===== src/rtl/grwc_pkg.sv =====
// Package for the grid ray wall caster: widths, reset values, codes and the
// command and status structs between the controller and the datapath.
// No dependencies.
package grwc_pkg;

    localparam int SCREEN_WIDTH_DEF  = 320 * 4;
    localparam int SCREEN_HEIGHT_DEF = 180 * 4;
    localparam int TEX_SIZE_DEF      = 64;
    localparam int MAX_STEPS_DEF     = 16;
    localparam int MAP_SIZE          = 8;

    localparam int COL_W     = 11;
    localparam int POS_W     = 15;
    localparam int VEC_W     = 16;
    localparam int MAP_W     = 64;
    localparam int CFG_IDX_W = 3;
    localparam int CFG_W     = 64;
    localparam int DIST_W    = 16;
    localparam int FRAC_W    = 12;
    localparam int CX_W      = 14;
    localparam int RAY_W     = 32;
    localparam int MB_W      = 18;
    localparam int PROD_W    = 50;
    localparam int DIV_W     = 32;
    localparam int DELTA_W   = 27;
    localparam int SD_W      = 48;
    localparam int GRID_W    = 4;
    localparam int RW_IN_W   = 28;
    localparam int RW_MUL_W  = 29;

    localparam int RECIP_SHIFT = 26;
    localparam int INF_SHIFT   = 40;
    localparam int ZERO_SHIFT  = 28;
    localparam int ONE_Q12     = 4096;
    localparam logic [DIST_W-1:0] DIST_MAX = 16'hFFFF;

    localparam logic [POS_W-1:0] CAM_X_RST   = 15'd4096;
    localparam logic [POS_W-1:0] CAM_Y_RST   = 15'd8192;
    localparam logic [VEC_W-1:0] DIR_X_RST   = 16'd16384;
    localparam logic [VEC_W-1:0] DIR_Y_RST   = 16'd0;
    localparam logic [VEC_W-1:0] PLANE_X_RST = 16'd0;
    localparam logic [VEC_W-1:0] PLANE_Y_RST = 16'd10813;

    typedef enum logic [CFG_IDX_W-1:0] {
        REG_CAM_X,
        REG_CAM_Y,
        REG_DIR_X,
        REG_DIR_Y,
        REG_PLANE_X,
        REG_PLANE_Y,
        REG_MAP_LO,
        REG_MAP_HI
    } cfg_reg_t;

    typedef struct packed {
        logic [POS_W-1:0] cam_x;
        logic [POS_W-1:0] cam_y;
        logic [VEC_W-1:0] dir_x;
        logic [VEC_W-1:0] dir_y;
        logic [VEC_W-1:0] plane_x;
        logic [VEC_W-1:0] plane_y;
        logic [MAP_W-1:0] map_lo;
        logic [MAP_W-1:0] map_hi;
    } cfg_t;

    typedef enum logic [4:0] {
        S_IDLE,
        S_MPX,
        S_DRX,
        S_WRX,
        S_MPY,
        S_DRY,
        S_WRY,
        S_DDX,
        S_WDX,
        S_DDY,
        S_WDY,
        S_MSX,
        S_SSX,
        S_MSY,
        S_SSY,
        S_WALK,
        S_DHT,
        S_WHT,
        S_MTW,
        S_FIN
    } state_t;

    typedef enum logic [2:0] {
        MUL_PX,
        MUL_PY,
        MUL_SX,
        MUL_SY,
        MUL_TEX
    } mul_sel_t;

    typedef enum logic [2:0] {
        DIV_RX,
        DIV_RY,
        DIV_DX,
        DIV_DY,
        DIV_HT
    } div_sel_t;

    typedef struct packed {
        logic     load;
        logic     mul_en;
        mul_sel_t mul_sel;
        logic     div_start;
        logic     div_wb;
        div_sel_t div_sel;
        logic     recip_en;
        logic     sd_wb;
        logic     sd_y;
        logic     step_en;
        logic     out_load;
    } cmd_t;

    typedef struct packed {
        logic div_done;
        logic walk_end;
        logic out_full;
    } stat_t;

endpackage


===== src/rtl/grwc_regs.sv =====
// Configuration registers of the grid ray wall caster: camera, view and map.
// Depends on grwc_pkg.
module grwc_regs (
    input  logic                           clk,
    input  logic                           rst_n,
    input  logic                           cfg_write,
    input  logic [grwc_pkg::CFG_IDX_W-1:0] cfg_index,
    input  logic [grwc_pkg::CFG_W-1:0]     cfg_data,
    output grwc_pkg::cfg_t                 cfg
);

    grwc_pkg::cfg_t cfg_reg, cfg_next;

    always_comb
    begin
        cfg_next = cfg_reg;
        if (cfg_write)
        begin
            case (grwc_pkg::cfg_reg_t'(cfg_index))
                grwc_pkg::REG_CAM_X:   cfg_next.cam_x   = cfg_data[grwc_pkg::POS_W-1:0];
                grwc_pkg::REG_CAM_Y:   cfg_next.cam_y   = cfg_data[grwc_pkg::POS_W-1:0];
                grwc_pkg::REG_DIR_X:   cfg_next.dir_x   = cfg_data[grwc_pkg::VEC_W-1:0];
                grwc_pkg::REG_DIR_Y:   cfg_next.dir_y   = cfg_data[grwc_pkg::VEC_W-1:0];
                grwc_pkg::REG_PLANE_X: cfg_next.plane_x = cfg_data[grwc_pkg::VEC_W-1:0];
                grwc_pkg::REG_PLANE_Y: cfg_next.plane_y = cfg_data[grwc_pkg::VEC_W-1:0];
                grwc_pkg::REG_MAP_LO:  cfg_next.map_lo  = cfg_data[grwc_pkg::MAP_W-1:0];
                grwc_pkg::REG_MAP_HI:  cfg_next.map_hi  = cfg_data[grwc_pkg::MAP_W-1:0];
                default:               cfg_next = cfg_reg;
            endcase
        end
    end

    always_ff @(posedge clk or negedge rst_n)
    begin
        if (!rst_n)
        begin
            cfg_reg.cam_x   <= grwc_pkg::CAM_X_RST;
            cfg_reg.cam_y   <= grwc_pkg::CAM_Y_RST;
            cfg_reg.dir_x   <= grwc_pkg::DIR_X_RST;
            cfg_reg.dir_y   <= grwc_pkg::DIR_Y_RST;
            cfg_reg.plane_x <= grwc_pkg::PLANE_X_RST;
            cfg_reg.plane_y <= grwc_pkg::PLANE_Y_RST;
            cfg_reg.map_lo  <= '0;
            cfg_reg.map_hi  <= '0;
        end
        else
        begin
            cfg_reg <= cfg_next;
        end
    end

    assign cfg = cfg_reg;

endmodule


===== config.mk =====
export PLATFORM = sky130hd
export DESIGN_NAME = grwc_regs
export DESIGN_NICKNAME = d
export VERILOG_FILES = /design/src/rtl/grwc_pkg.sv /design/src/rtl/grwc_regs.sv
export SDC_FILE = /design/constraint.sdc
export NUM_CORES = 1
export LEC_CHECK = 0
export CORE_ASPECT_RATIO = 1.1
export CORE_MARGIN = 2
export CORE_UTILIZATION = 40
export DETAILED_ROUTE_END_ITERATION = 7
export DONT_BUFFER_PORTS = 1
export HOLD_SLACK_MARGIN = 0.12
export PLACE_DENSITY = 0.58
export SETUP_SLACK_MARGIN = 0.02
export SLEW_MARGIN = 10
export SYNTH_ARGS = -nofsm -noshare
export SYNTH_HDL_FRONTEND = slang
export SYNTH_SLANG_ARGS = --single-unit

===== constraint.sdc =====
create_clock -name clk -period 0.8 [get_ports clk]
set_input_delay 0.08 -clock clk [delete_from_list [all_inputs] [get_ports clk]]
set_output_delay 0.08 -clock clk [all_outputs]
set_load 0.05 [all_outputs]

==> flow_summary_export.csv <==
group,metric,value,unit
outcome,status,"finished, violations left",
drt,drc,0,
placement,placed_cell_area,0.0111,mm²
critical_path,cp_data_required_time,0.72,ns
synthesis,syn-num-nets,548,
placement,gp_congestion,0.770,
critical_path,reg2reg_depth,3,
die,die_area,0.0226,mm²
drt,dr_wl_met2,12400,µm
synthesis,syn-cell-area,0.00857,mm²
sta,rsz0062_at_grt,"true",
sta,maxSlewViolCount,0,
die,core-area,0.0212,mm²
finish,fin_nets,925,
drt,routed-wl-met3,1580,µm
clock_tree,h-tree-depth,1,
critical_path,cp_max_fo,2,
critical_path,critPathSlowestCell,"dfstp_2",
sta,slew_headroom,74.1,%
synthesis,yosysTopAreaCell,"dfrtp_1",
drt,met1_length,9870,µm
sta,min_period,1.29,ns
die,initial_core_util,40.5,%
critical_path,slowest_delay,0.56,ns
synthesis,postSynthAreaPerCell,17.9,µm²
clock_tree,cts.clk_slew.worst_paths,0.06,ns
power,power_density,3410,mW/mm²
drt,ant_nets,0,
critical_path,path_delay_family,"flip-flops",
finish,finish.utilization,68.5,%
clock_tree,cts_made_buffers,24,
synthesis,synth.distinct_cells,14,
placement,dpl.hpwl,14200,µm
drt,drt_iter0_drc,181,
placement,port_buffers,0,
grt,grt_pass1_wl,35600,µm
drt,dr.pass1.iters,4,
synthesis,synth_fa_ha_area_share,0,%
placement,place_inst,978,
synthesis,seq_area_frac_synth,65.0,%
synthesis,synth-seq-cells,222,
die,io_pins,292,
sta,finalSetupViolations,300,
sta,fin_crit_sh,161,%
synthesis,synth-xor-area-share,0,%
die,chipWidth,144,µm
power,peakVddDrop,2.15,mV
clock_tree,clock_latency,0.50,ns
clock_tree,hold_buffers,64,
critical_path,r2r_end,"cfg[184]",
synthesis,yosys_warnings,0,
critical_path,critPathCaptureType,"output port",
finish,instances_no_fill,1164,
finish,largest_reg_flops,222,
sta,finalHoldViolCount,235,
sta,worst_pin_slew,0.388,ns
clock_tree,cts_tree,"yes",
grt,antenna_found_initial,1,
synthesis,yosysTopAreaCellShare,61.6,%
finish,fin_area,0.0145,mm²
hold_path,min_path_type,"primary input to async pin",
sta,setup_ws,-0.490,ns
critical_path,cp.depth,1,
clock_tree,cts_sinks,222,
critical_path,cp_num_buf_inv,1,
clock_tree,cts-root-buf,"clkbuf_16",
synthesis,synthMuxAreaShare,30.7,%
critical_path,r2r_start,"cfg[184]",
clock_tree,clockBufferDepth,3,
flow_run,drv_cap,0,
synthesis,synthTopCellsByArea,"dfrtp_1, mux2_2, mux2_4",
drt,totalWireLength,24700,µm
critical_path,setup.worst_path.end,"cfg[190]",
power,p_leak,6.98,nW
drt,dr_total_vias,5620,
critical_path,worstPathArrival,1.21,ns
grt,grt-ovfl-total,0,
critical_path,path_class,"register to output port",
drt,routed.top_layer,"met4",
synthesis,syn_inst,478,
sta,timing.hold.ws,-0.728,ns
finish,fillers,1373,
sta,clock_skew,0,ns
synthesis,synth_compound_area_share,0,%
critical_path,crit_path_start,"cfg[190]",
die,std_cell_rows,56,
critical_path,cp_cell_sequence,"buf_12",
synthesis,synth_top_family_by_area,"multiplexers",
grt,grt_max_degree,223,
drt,wl_per_cell,21.2,µm
outcome,violations,"negative hold slack, negative setup slack",
drt,viasPerCell,4.83,
finish,area_growth,69.2,%
die,die_height,158,µm
grt,grt_pass1_vias,6210,
critical_path,r2r_slack,-0.21,ns
synthesis,synth-simple-area-share,1.62,%
finish,drive_gt1_share,76.9,%
sta,fmax,775,MHz
critical_path,critPathLaunchType,"register",
grt,grtUsageTotal,20.4,%
## per-stage QoR
stage | worst slack, ns | setup TNS [ns] | total power, mW | hold WS, ns
detailed placement | -0.302 | -41.06 | 32.8 | -0.209
floorplan | -0.461 | -56.89 | 27.3 | -0.216
global placement | -0.280 | -39.83 | 32.5 | -0.209
finish | -0.490 | -85.92 | 49.5 | -0.728
CTS | -0.518 | -87.52 | 48.2 | -0.766
global route | -0.524 | -95.62 | 51.2 | -0.763
## layout make-up
class | count | area [µm²] | share of cell area [%]
flip-flops and latches | 222 | 5670 | 39.1
repair buffers | 377 | 4300 | 29.7
multi-input cells | 230 | 3310 | 22.8
clock buffers | 38 | 724 | 5.00
well taps | 290 | 363 | 2.50
clock inverters | 6 | 133 | 0.915
diodes | 1 | 2.50 | 0.0173
## layout by cell type (no fill, tap or decap), types with 2 or more instances in the layout
cell,count
clkbuf_1,8
mux2_2,44
dfstp_2,11
nand4b_4,2
clkbuf_8,5
and4bb_2,3
dfrtp_1,129
clkbuf_16,25
mux2_4,178
buf_6,267
buf_4,19
dfrtp_2,82
buf_8,6
buf_12,21
bufinv_16,4
dlygate4sd3_1,64
## cells in the mapped netlist
cell type and instances:
mux2_1 6, buf_8 1, nor4b_4 1, nand4b_1 1
buf_4 3, dfrtp_1 211, and4bb_2 3, mux2_4 36
mux2_2 180, dfstp_2 11, nand4_4 1, nand4b_4 2
buf_2 9, buf_6 13
## power breakdown
group / switching, mW / internal (mW)
sequential: 2.13 / 14.0
combinational: 11.8 / 9.64
clock: 4.48 / 7.49
total: 18.4 / 31.1
## cells by family after synthesis
kind of cell | count (synthesis)
flip-flops | 222
multiplexers | 222
buffers and inverters | 26
AND/OR/NAND/NOR | 8
## worst register-to-register path, cell delays in order, from the launching register on
cell and delay (ns):
dfrtp_1 0.41, buf_6 0.13, buf_6 0.10, mux2_4 0.26
## routing by layer
metal  vias to the layer above  track usage [%]
met5                         -                0
met4                         0             6.96
met1                      2917             24.9
met3                        49             4.90
met2                       209             35.4
li1                       2445                -
## worst min-delay path by stage
stage	from	endpoint	slack (ns)	cells past startpoint
floorplan	rst_n	cfg[0]	-0.22	0
global placement	rst_n	cfg[83]	-0.21	0
detailed placement	rst_n	cfg[19]	-0.21	0
CTS	rst_n	cfg[194]	-0.77	0
global route	rst_n	cfg[14]	-0.76	0
finish	rst_n	cfg[13]	-0.73	0
## timing repair
| action | in CTS | in global routing |
|---|---|---|
| resized for setup | 241 | 124 |
| endpoints found under the setup margin | 247 | 422 |
| hold endpoints to repair | 444 | 305 |
| cloned | 0 | 0 |
| buffers inserted | 49 | 43 |
No activity file was read; power rests on OpenSTA's default activity.
