File: config.mk
export PLATFORM = sky130hd
export DESIGN_NAME = grwc_ctrl
export DESIGN_NICKNAME = d
export VERILOG_FILES = /design/src/rtl/grwc_pkg.sv /design/src/rtl/grwc_ctrl.sv
export SDC_FILE = /design/constraint.sdc
export NUM_CORES = 1
export LEC_CHECK = 0
export BUFFER_PORTS_ARGS = -buffer_cell sky130_fd_sc_hd__buf_2
export CAP_MARGIN = 20
export CORE_MARGIN = 2
export CORE_UTILIZATION = 30
export CTS_CLUSTER_SIZE = 28
export DETAILED_ROUTE_END_ITERATION = 12
export SYNTH_ARGS = -nofsm -noshare
export SYNTH_HDL_FRONTEND = slang
export SYNTH_SLANG_ARGS = --single-unit
File: constraint.sdc
create_clock -name clk -period 1.8 [get_ports clk]
set_input_delay 0.18 -clock clk [delete_from_list [all_inputs] [get_ports clk]]
set_output_delay 0.18 -clock clk [all_outputs]
set_load 0.005 [all_outputs]
File: src/rtl/grwc_pkg.sv
// Package for the grid ray wall caster: widths, reset values, codes and the
// command and status structs between the controller and the datapath.
// No dependencies.
package grwc_pkg;

    localparam int SCREEN_WIDTH_DEF  = 320 * 4;
    localparam int SCREEN_HEIGHT_DEF = 180 * 4;
    localparam int TEX_SIZE_DEF      = 64;
    localparam int MAX_STEPS_DEF     = 16;
    localparam int MAP_SIZE          = 8;

    localparam int COL_W     = 11;
    localparam int POS_W     = 15;
    localparam int VEC_W     = 16;
    localparam int MAP_W     = 64;
    localparam int CFG_IDX_W = 3;
    localparam int CFG_W     = 64;
    localparam int DIST_W    = 16;
    localparam int FRAC_W    = 12;
    localparam int CX_W      = 14;
    localparam int RAY_W     = 32;
    localparam int MB_W      = 18;
    localparam int PROD_W    = 50;
    localparam int DIV_W     = 32;
    localparam int DELTA_W   = 27;
    localparam int SD_W      = 48;
    localparam int GRID_W    = 4;
    localparam int RW_IN_W   = 28;
    localparam int RW_MUL_W  = 29;

    localparam int RECIP_SHIFT = 26;
    localparam int INF_SHIFT   = 40;
    localparam int ZERO_SHIFT  = 28;
    localparam int ONE_Q12     = 4096;
    localparam logic [DIST_W-1:0] DIST_MAX = 16'hFFFF;

    localparam logic [POS_W-1:0] CAM_X_RST   = 15'd4096;
    localparam logic [POS_W-1:0] CAM_Y_RST   = 15'd8192;
    localparam logic [VEC_W-1:0] DIR_X_RST   = 16'd16384;
    localparam logic [VEC_W-1:0] DIR_Y_RST   = 16'd0;
    localparam logic [VEC_W-1:0] PLANE_X_RST = 16'd0;
    localparam logic [VEC_W-1:0] PLANE_Y_RST = 16'd10813;

    typedef enum logic [CFG_IDX_W-1:0] {
        REG_CAM_X,
        REG_CAM_Y,
        REG_DIR_X,
        REG_DIR_Y,
        REG_PLANE_X,
        REG_PLANE_Y,
        REG_MAP_LO,
        REG_MAP_HI
    } cfg_reg_t;

    typedef struct packed {
        logic [POS_W-1:0] cam_x;
        logic [POS_W-1:0] cam_y;
        logic [VEC_W-1:0] dir_x;
        logic [VEC_W-1:0] dir_y;
        logic [VEC_W-1:0] plane_x;
        logic [VEC_W-1:0] plane_y;
        logic [MAP_W-1:0] map_lo;
        logic [MAP_W-1:0] map_hi;
    } cfg_t;

    typedef enum logic [4:0] {
        S_IDLE,
        S_MPX,
        S_DRX,
        S_WRX,
        S_MPY,
        S_DRY,
        S_WRY,
        S_DDX,
        S_WDX,
        S_DDY,
        S_WDY,
        S_MSX,
        S_SSX,
        S_MSY,
        S_SSY,
        S_WALK,
        S_DHT,
        S_WHT,
        S_MTW,
        S_FIN
    } state_t;

    typedef enum logic [2:0] {
        MUL_PX,
        MUL_PY,
        MUL_SX,
        MUL_SY,
        MUL_TEX
    } mul_sel_t;

    typedef enum logic [2:0] {
        DIV_RX,
        DIV_RY,
        DIV_DX,
        DIV_DY,
        DIV_HT
    } div_sel_t;

    typedef struct packed {
        logic     load;
        logic     mul_en;
        mul_sel_t mul_sel;
        logic     div_start;
        logic     div_wb;
        div_sel_t div_sel;
        logic     recip_en;
        logic     sd_wb;
        logic     sd_y;
        logic     step_en;
        logic     out_load;
    } cmd_t;

    typedef struct packed {
        logic div_done;
        logic walk_end;
        logic out_full;
    } stat_t;

endpackage

File: src/rtl/grwc_ctrl.sv
// Controller of the grid ray wall caster: sequences setup, divisions, the
// grid walk and the result hand-off. Depends on grwc_pkg.
module grwc_ctrl (
    input  logic            clk,
    input  logic            rst_n,
    input  logic            in_valid,
    output logic            in_ready,
    input  grwc_pkg::stat_t stat,
    output grwc_pkg::cmd_t  cmd
);

    grwc_pkg::state_t state_reg, state_next;

    always_ff @(posedge clk or negedge rst_n)
    begin
        if (!rst_n)
        begin
            state_reg <= grwc_pkg::S_IDLE;
        end
        else
        begin
            state_reg <= state_next;
        end
    end

    always_comb
    begin
        state_next  = state_reg;
        cmd         = '0;
        cmd.mul_sel = grwc_pkg::MUL_PX;
        cmd.div_sel = grwc_pkg::DIV_RX;
        in_ready    = 1'b0;
        case (state_reg)
            grwc_pkg::S_IDLE:
            begin
                in_ready = 1'b1;
                if (in_valid)
                begin
                    cmd.load   = 1'b1;
                    state_next = grwc_pkg::S_MPX;
                end
            end
            grwc_pkg::S_MPX:
            begin
                cmd.mul_en = 1'b1;
                state_next = grwc_pkg::S_DRX;
            end
            grwc_pkg::S_DRX:
            begin
                cmd.recip_en = 1'b1;
                state_next   = grwc_pkg::S_WRX;
            end
            grwc_pkg::S_WRX:
            begin
                cmd.div_wb = 1'b1;
                state_next = grwc_pkg::S_MPY;
            end
            grwc_pkg::S_MPY:
            begin
                cmd.mul_en  = 1'b1;
                cmd.mul_sel = grwc_pkg::MUL_PY;
                state_next  = grwc_pkg::S_DRY;
            end
            grwc_pkg::S_DRY:
            begin
                cmd.recip_en = 1'b1;
                cmd.div_sel  = grwc_pkg::DIV_RY;
                state_next   = grwc_pkg::S_WRY;
            end
            grwc_pkg::S_WRY:
            begin
                cmd.div_sel = grwc_pkg::DIV_RY;
                cmd.div_wb  = 1'b1;
                state_next  = grwc_pkg::S_DDX;
            end
            grwc_pkg::S_DDX:
            begin
                cmd.div_start = 1'b1;
                cmd.div_sel   = grwc_pkg::DIV_DX;
                state_next    = grwc_pkg::S_WDX;
            end
            grwc_pkg::S_WDX:
            begin
                cmd.div_sel = grwc_pkg::DIV_DX;
                if (stat.div_done)
                begin
                    cmd.div_wb = 1'b1;
                    state_next = grwc_pkg::S_DDY;
                end
            end
            grwc_pkg::S_DDY:
            begin
                cmd.div_start = 1'b1;
                cmd.div_sel   = grwc_pkg::DIV_DY;
                state_next    = grwc_pkg::S_WDY;
            end
            grwc_pkg::S_WDY:
            begin
                cmd.div_sel = grwc_pkg::DIV_DY;
                if (stat.div_done)
                begin
                    cmd.div_wb = 1'b1;
                    state_next = grwc_pkg::S_MSX;
                end
            end
            grwc_pkg::S_MSX:
            begin
                cmd.mul_en  = 1'b1;
                cmd.mul_sel = grwc_pkg::MUL_SX;
                state_next  = grwc_pkg::S_SSX;
            end
            grwc_pkg::S_SSX:
            begin
                cmd.sd_wb  = 1'b1;
                state_next = grwc_pkg::S_MSY;
            end
            grwc_pkg::S_MSY:
            begin
                cmd.mul_en  = 1'b1;
                cmd.mul_sel = grwc_pkg::MUL_SY;
                state_next  = grwc_pkg::S_SSY;
            end
            grwc_pkg::S_SSY:
            begin
                cmd.sd_wb  = 1'b1;
                cmd.sd_y   = 1'b1;
                state_next = grwc_pkg::S_WALK;
            end
            grwc_pkg::S_WALK:
            begin
                cmd.step_en = 1'b1;
                if (stat.walk_end)
                begin
                    state_next = grwc_pkg::S_DHT;
                end
            end
            grwc_pkg::S_DHT:
            begin
                cmd.div_start = 1'b1;
                cmd.div_sel   = grwc_pkg::DIV_HT;
                state_next    = grwc_pkg::S_WHT;
            end
            grwc_pkg::S_WHT:
            begin
                cmd.div_sel = grwc_pkg::DIV_HT;
                if (stat.div_done)
                begin
                    cmd.div_wb = 1'b1;
                    state_next = grwc_pkg::S_MTW;
                end
            end
            grwc_pkg::S_MTW:
            begin
                cmd.mul_en  = 1'b1;
                cmd.mul_sel = grwc_pkg::MUL_TEX;
                state_next  = grwc_pkg::S_FIN;
            end
            grwc_pkg::S_FIN:
            begin
                if (!stat.out_full)
                begin
                    cmd.out_load = 1'b1;
                    state_next   = grwc_pkg::S_IDLE;
                end
            end
            default:
            begin
                state_next = grwc_pkg::S_IDLE;
            end
        endcase
    end

endmodule

==> results.yml, run 1 <==
sta:
  holdWs_ns: 0.2680
  slew_violations: 0
  finalCritPeriodShare_pct: 101.4
  min_period_ns: 1.826
  finClkSkew_ns: 0.005575
  setup_violations: 1
  rsz0062_at_grt: "true"
  hold_violations: 0
  tightest_slew_ns: 0.2591
  worst_slack_ns: -0.02575
  fmax_mhz: 547.7
  slew_headroom_pct: 82.54
die:
  die-area_um2: 2494
  start_util_pct: 31.94
  io_pins: 22
  die_x_um: 49.94
  core.rowCount: 16
  core-area_um2: 1982
  dieHeight_um: 49.94
yosys:
  syn_nets: 95
  synthAdderAreaFrac_pct: 0
  yosys-mux-area-fraction_pct: 4.150
  syn_inst: 89
  netlist_area_um2: 633.1
  ys_seq_area_share_pct: 19.76
  avgSynthCellArea_um2: 7.114
  synth_top_family_by_area: "simple AND/OR/NAND/NOR gates"
  synth-xor-area-share_pct: 8.300
  synth-simple-area-share_pct: 38.93
  ys_ff_latch: 5
  ys_types: 34
  synth_compound_area_share_pct: 18.18
  synth_warnings: 0
power:
  power_density_nw_per_um2: 2014
  p_leak_uw: 0.0004848
  vdd_drop_max_uv: 1020
final_layout:
  synthToLayoutAreaGrowth_pct: 54.55
  final_common_cell: "buf_2"
  final_cell_mix: "22 x buf_2, 16 x buf_4, 12 x nor2_1"
  layout-drive-gt1-share_pct: 48.03
  fin_nets: 134
  n_antenna_cell: 0
  final_cell_area_um2: 978.4
  largest_register_ffs: 5
cts:
  path_clk_slew_ns: 0.05
  tritoncts: "yes"
  cts-htree-levels: 1
  clock-sinks: 5
  clockBufferDepth: 2
  cts-root-buf: "clkbuf_4"
  cts_buffers: 3
  clk_latency_ns: 0.25
hold_path:
  hp-class: "in -> async"
drt:
  met1_length_um: 914
  vias_per_cell: 4.987
  drc_errors: 0
  drt_wl_total_um: 2004
  wl_met2_um: 986
  top_layer_used: "met4"
  initialDrtViolationCount: 21
  first_pass_iters: 4
  vias: 768
  detail-route-antenna-nets: 0
  wl_met3_um: 97
  wl_per_cell_um: 13.01
worst_setup_path:
  required_ns: 1.62
  crit_arrival_ns: 1.65
  critPathLaunchType: "register"
  path_class: "reg -> out"
  path_max_fanout: 5
  endpoint_kind: "primary output"
  reg2reg_slack_ns: 0.04
global_route:
  antenna_found_initial: 0
  grt_overflow_total: 0
  grt_start_max_net_pins: 15
  track_usage_pct: 16.20
  grt_pass1_wl_um: 3098
  first_global_vias: 684
status:
  status: "finished, violations left"
  violations: "negative setup slack"
place:
  place_area_um2: 787.0
  port-buffer-count: 21
  place.gp.congestion: 0.8040
  dpl.hpwl_um: 1253
run:
  maxCapViolCount: 0
-- Yosys cell counts, drive strengths merged --
cell type | count | area share (%)
nor2 | 12 | 7.1
buf | 6 | 6.5
nor2b | 4 | 4.0
or4 | 1 | 1.8
o22ai | 3 | 3.0
o21ai | 6 | 4.7
clkbuf | 3 | 1.8
o31ai | 1 | 1.2
a22o | 1 | 1.4
nor3 | 5 | 4.0
o221a | 1 | 3.2
a31oi | 1 | 0.99
xnor2 | 4 | 5.5
xor2 | 2 | 2.8
or3 | 1 | 1.8
nor4bb | 1 | 1.6
nor3b | 2 | 2.4
a32oi | 1 | 1.4
or2 | 1 | 0.99
mux2 | 2 | 4.1
dfrtp | 5 | 20
and2 | 2 | 2.0
a21oi | 3 | 2.4
nand3 | 3 | 2.4
and3 | 4 | 4.0
nand2b | 2 | 2.0
nand2 | 8 | 5.1
inv | 4 | 2.4
-- worst paths after layout --
kind | start | to | cells after the start
setup / recovery | state_reg[3]$_DFFE_PN0P_ | cmd[9] | 6
hold / removal | rst_n | state_reg[0]$_DFFE_PN0P_ | 2
setup reg to reg | state_reg[3]$_DFFE_PN0P_ | state_reg[1]$_DFFE_PN0P_ | 7
hold reg to reg | state_reg[4]$_DFFE_PN0P_ | state_reg[2]$_DFFE_PN0P_ | 2
max in group asynchronous | rst_n | state_reg[1]$_DFFE_PN0P_ | 2
min in group clk | stat[1] | state_reg[2]$_DFFE_PN0P_ | 4
-- where the power goes --
part / switching, µW / internal, µW / total (µW)
sequential: 68.0 / 174 / 242
combinational: 758 / 832 / 1590
clock: 57.2 / 81.0 / 138
total: 884 / 1090 / 1970
-- cells by family (layout without fill, tap and decap cells) --
family,Yosys count,count (layout)
AO/OA/AOI/OAI,17,17
XOR/XNOR,6,6
buffers and inverters,13,51
flip-flops,5,5
multiplexers,2,2
AND/OR/NAND/NOR,46,46
-- stage by stage --
step | instances | power (µW) | setup slack, ns | TNS (ns) | util, %
6_report | 154 | 1971 | -0.02575 | -0.02575 | 49.37
5_1_grt | 154 | 2135 | -0.07311 | -0.1574 | 49.37
4_1_cts | 149 | 1770 | -0.03568 | -0.03568 | 45.20
3_5_place_dp | 137 | 1472 | 0.07091 | 0 | 39.71
3_3_place_gp | 137 | 1450 | 0.09414 | 0 | 39.71
2_1_floorplan | 89 | 1115 | 0.03706 | 0 | -
-- what timing repair did --
item / 4_1_cts / 5_1_grt
gates resized for setup: 4 / 10
endpoints found under the setup margin: 3 / 5
hold buffers: 1 / 0
endpoints found under the hold margin: 5 / 0
pin swaps: 2 / 5
cloned: 0 / 1
buffers inserted: 7 / 4
-- area by class of cell --
class / count / area (µm²)
fillers: 201 / 1003
multi-input cells: 71 / 490.5
repair buffers: 43 / 285.3
flip-flops and latches: 5 / 126.4
well taps: 27 / 33.78
clock buffers: 3 / 22.52
inverters: 4 / 15.01
clock inverters: 1 / 5.005
-- worst max-delay path, stage by stage (launching register included) --
cell and delay [ns]:
dfrtp_1 0.39, buf_6 0.14, nand2b_4 0.13, or2_4 0.25, buf_6 0.14, o31ai_4 0.20
buf_2 0.14
-- per-layer routing --
| metal | GRT usage [%] | vias up |
|---|---|---|
| li1 | - | 383 |
| met1 | 20.66 | 363 |
| met2 | 26.67 | 20 |
| met3 | 4.545 | 2 |
| met4 | 4.167 | 0 |
| met5 | 0 | - |
No activity file was read; power rests on OpenSTA's default activity.
==> inputs of run 2 (changes only) <==
--- a/config.mk
+++ b/config.mk
@@ -9,6 +9,7 @@
 export CAP_MARGIN = 20
 export CORE_MARGIN = 2
 export CORE_UTILIZATION = 30
+export CTS_BUF_LIST = sky130_fd_sc_hd__clkbuf_8
 export CTS_CLUSTER_SIZE = 28
 export DETAILED_ROUTE_END_ITERATION = 12
 export SYNTH_ARGS = -nofsm -noshare
==> results.yml, run 2 (synthesis gave the netlist of run 1 again) <==
die:
  core-area_um2: 1982
  die-area_um2: 2494
  io_pins: 22
  start_util_pct: 31.94
  core.rowCount: 16
  dieHeight_um: 49.94
  die_x_um: 49.94
sta:
  finalCritPeriodShare_pct: 97.81
  rsz0062_at_grt: "true"
  tightest_slew_ns: 0.2561
  fmax_mhz: 568.0
  slew_violations: 0
  finClkSkew_ns: 0.003914
  hold_violations: 0
  setup_violations: 0
  slew_headroom_pct: 82.75
  min_period_ns: 1.760
final_layout:
  n_antenna_cell: 0
  instances_no_fill: 149
  fillerInstances: 207
  final_cell_mix: "21 x buf_2, 12 x nor2_1, 12 x buf_4"
  synthToLayoutAreaGrowth_pct: 47.04
  largest_register_ffs: 5
  layout-drive-gt1-share_pct: 42.62
  fin_nets: 129
  final_common_cell: "buf_2"
  utilization_pct: 46.97
cts:
  tritoncts: "yes"
  clk_latency_ns: 0.23
  path_clk_slew_ns: 0.04
  clockBufferDepth: 2
  cts-htree-levels: 1
  cts_buffers: 3
  cts-root-buf: "clkbuf_8"
  clock-sinks: 5
worst_setup_path:
  required_ns: 1.62
  endpoint_kind: "primary output"
  crit_arrival_ns: 1.58
  path_class: "reg -> out"
  critPathLaunchType: "register"
  path_max_fanout: 11
  reg2reg_slack_ns: 0.06
drt:
  initialDrtViolationCount: 10
  detail-route-antenna-nets: 0
  vias_per_cell: 4.946
  wl_per_cell_um: 12.31
  drt_wl_total_um: 1834
  first_pass_iters: 4
  drc_errors: 0
  vias: 737
power:
  pwr-share-comb_pct: 75.9
  p_total_uw: 1876
  swShare_pct: 43.38
  switchingPower_uw: 813.7
  power_density_nw_per_um2: 2015
  vdd_drop_max_uv: 1019
  p_leak_uw: 0.0004611
  p_int_uw: 1062
  seqPwrFrac_pct: 12.5
  pwr-share-clk_pct: 11.6
hold_path:
  hp-class: "in -> async"
place:
  port-buffer-count: 21
  dp_cells: 137
  dpl.hpwl_um: 1253
  place.gp.congestion: 0.8040
global_route:
  grt_start_max_net_pins: 19
  grt_pass1_wl_um: 3084
  first_global_vias: 687
  antenna_found_initial: 0
  track_usage_pct: 16.58
  grt_overflow_total: 0
run:
  maxCapViolCount: 0
status:
  status: "completed"
[run 2: changes by cell type in the layout (fill, tap and decap cells not counted), sizes merged]
cell and change:
buf -5
[run 2: worst max-delay path, cell delays in order, from the launching register on]
cell	delay [ns]
dfrtp_1	0.39
buf_8	0.15
buf_4	0.15
or2_4	0.23
buf_6	0.13
o31ai_2	0.16
buf_2	0.14
[run 2: repair_timing]
item                                    CTS  global route
endpoints found under the hold margin     5             0
resized for setup                         2             7
endpoints found under the setup margin    3             5
pin swaps                                 0             4
setup buffers                             2             5
hold buffers                              1             0
[run 2: area by class of cell]
type	instances	area (µm²)	area share (%)
Sequential cell	5	126.4	13.58
Timing Repair Buffer	38	254.0	27.28
Inverter	4	15.01	1.613
Multi-Input combinational cell	71	455.4	48.92
Clock inverter	1	5.005	0.5376
Tap cell	27	33.78	3.629
Clock buffer	3	41.29	4.435
[run 2: path summary, 6_finish.rpt]
| kind | startpoint | endpoint | cells after the start |
|---|---|---|---|
| setup reg to reg | state_reg[2]$_DFFE_PN0P_ | state_reg[1]$_DFFE_PN0P_ | 7 |
| hold / removal | rst_n | state_reg[0]$_DFFE_PN0P_ | 2 |
| hold reg to reg | state_reg[4]$_DFFE_PN0P_ | state_reg[2]$_DFFE_PN0P_ | 2 |
| max in group asynchronous | rst_n | state_reg[1]$_DFFE_PN0P_ | 2 |
| setup / recovery | state_reg[2]$_DFFE_PN0P_ | cmd[9] | 6 |
| min in group clk | stat[1] | state_reg[2]$_DFFE_PN0P_ | 4 |
[run 2: through the flow]
stage	TNS (ns)	area [µm²]	setup WS [ns]	hold slack, ns
2_1_floorplan	0	633.1	0.03706	-0.1156
3_3_place_gp	0	787.0	0.09414	-0.001655
3_5_place_dp	0	787.0	0.07091	0.002587
4_1_cts	-0.008545	865.8	-0.008545	0.2952
5_1_grt	-0.07539	930.9	-0.03784	0.3163
6_report	0	930.9	0.03950	0.2944
[run 2: power by group through the flow]
stage	clock (µW)	sequential, µW	combinational, µW
after floorplan	0	206	909
after global placement	0	224	1230
after detailed placement	0	225	1250
after CTS	223	229	1310
after global routing	228	243	1570
final	218	235	1420
[run 2: layer usage]
layer	vias to the layer above	track usage, %	wire length, µm
li1	375	-	-
met1	333	20.66	826
met2	25	25.11	857
met3	4	4.848	112
met4	0	9.722	38
met5	-	0	0
==> inputs of run 3 (changes only) <==
==> constraint.sdc (replaced) <==
create_clock -name clk -period 2 [get_ports clk]
set_input_delay 0.2 -clock clk [delete_from_list [all_inputs] [get_ports clk]]
set_output_delay 0.2 -clock clk [all_outputs]
set_load 0.005 [all_outputs]
==> results.yml, run 3 (synthesis gave the netlist of run 1 again) <==
cts:
  cts-resized-gates: 0
  tritoncts: "yes"
  cts_buffers: 3
  cts-root-buf: "clkbuf_8"
  cts_setup_buffers: 0
  clk_latency_ns: 0.22
  ctsHoldBuffers: 1
  clock-sinks: 5
  clockBufferDepth: 2
  path_clk_slew_ns: 0.03
  cts-htree-levels: 1
sta:
  fin_setup_tns_ns: 0
  slew_headroom_pct: 83.71
  fmax_mhz: 534.1
  setup_violations: 0
  rsz0062_at_grt: "false"
  hold_violations: 0
  min_period_ns: 1.872
  finClkSkew_ns: 0.0007529
  tightest_slew_ns: 0.2410
  finalCritPeriodShare_pct: 93.61
  slew_violations: 0
power:
  vdd_drop_max_uv: 689.4
  power_density_nw_per_um2: 1790
  p_leak_uw: 0.0004014
final_layout:
  synthToLayoutAreaGrowth_pct: 29.45
  utilization_pct: 41.35
  final_cell_area_um2: 819.5
  layout-drive-gt1-share_pct: 33.04
  fin_nets: 119
  final_common_cell: "buf_2"
  largest_register_ffs: 5
  n_antenna_cell: 0
  final_cell_mix: "21 x buf_2, 12 x nor2_1, 7 x nand2_1"
  fillerInstances: 221
worst_setup_path:
  r2r_cells: 5
  path_class: "reg -> out"
  r2r_start: "state_reg[3]$_DFFE_PN0P_"
  required_ns: 1.80
  r2r_end: "state_reg[0]$_DFFE_PN0P_"
  critPathLaunchType: "register"
  crit_path_end: "cmd[13]"
  path_max_fanout: 13
  crit_arrival_ns: 1.67
  reg2reg_slack_ns: 0.25
  startpoint: "state_reg[1]$_DFFE_PN0P_"
  endpoint_kind: "primary output"
place:
  place.gp.congestion: 0.7744
  port-buffer-count: 21
  place_area_um2: 764.5
  dpl.hpwl_um: 1226
global_route:
  grt_start_max_net_pins: 19
  grt_pass1_wl_um: 2773
  track_usage_pct: 14.77
  grt_overflow_total: 0
  first_global_vias: 631
  antenna_found_initial: 0
drt:
  vias: 689
  detail-route-antenna-nets: 0
  initialDrtViolationCount: 23
  first_pass_iters: 4
  wl_per_cell_um: 11.81
  drc_errors: 0
  vias_per_cell: 4.957
  drt_wl_total_um: 1641
die:
  die-area_um2: 2494
  die_x_um: 49.94
  io_pins: 22
  core-area_um2: 1982
  core.rowCount: 16
  start_util_pct: 31.94
  dieHeight_um: 49.94
status:
  status: "completed"
hold_path:
  hp-class: "in -> async"
run:
  maxCapViolCount: 0
==> run 3: worst min path at each step <==
stage                     slack [ns]  startpoint  cells past startpoint                        to
after floorplan                 -0.1       rst_n                      0  state_reg[0]$_DFFE_PN0P_
after global placement          0.02       rst_n                      1  state_reg[1]$_DFFE_PN0P_
after detailed placement        0.02       rst_n                      1  state_reg[1]$_DFFE_PN0P_
after CTS                       0.33       rst_n                      2  state_reg[4]$_DFFE_PN0P_
after global routing            0.34       rst_n                      2  state_reg[4]$_DFFE_PN0P_
final                           0.32       rst_n                      2  state_reg[4]$_DFFE_PN0P_
==> run 3: layout make-up <==
| type | count | area, µm² | area share [%] |
|---|---|---|---|
| clock buffers | 3 | 41.29 | 5.038 |
| inverters | 4 | 15.01 | 1.832 |
| repair buffers | 28 | 160.2 | 19.54 |
| flip-flops and latches | 5 | 125.1 | 15.27 |
| well taps | 27 | 33.78 | 4.122 |
| clock inverters | 1 | 3.754 | 0.4580 |
| multi-input cells | 71 | 440.4 | 53.74 |
==> run 3: power by group <==
group,switching (µW),total (µW),internal [µW]
sequential,57.4,212,155
clock,49.6,181,132
combinational,557,1070,517
==> run 3: worst max-delay path, stage by stage (launching register included) <==
cell     delay (ns)
dfrtp_1        0.43
buf_4          0.21
xor2_1         0.15
mux2_2         0.26
a32oi_1        0.15
o22ai_1        0.10
buf_2          0.13
==> run 3: routing by layer <==
layer / track usage, % / vias up / wire length [µm]
li1: - / 350 / -
met1: 17.78 / 315 / 729
met3: 3.030 / 4 / 97
met2: 23.56 / 20 / 772
met4: 9.722 / 0 / 42
met5: 0 / - / 0
==> run 3: per-stage QoR <==
step	hold WS [ns]	instances	power (µW)	worst slack, ns
floorplan	-0.09559	89	1003	0.2371
global placement	0.01800	134	1259	0.2881
detailed placement	0.01874	134	1293	0.2548
CTS	0.3255	139	1484	0.1279
global route	0.3402	139	1608	0.06713
finish	0.3239	139	1467	0.1279
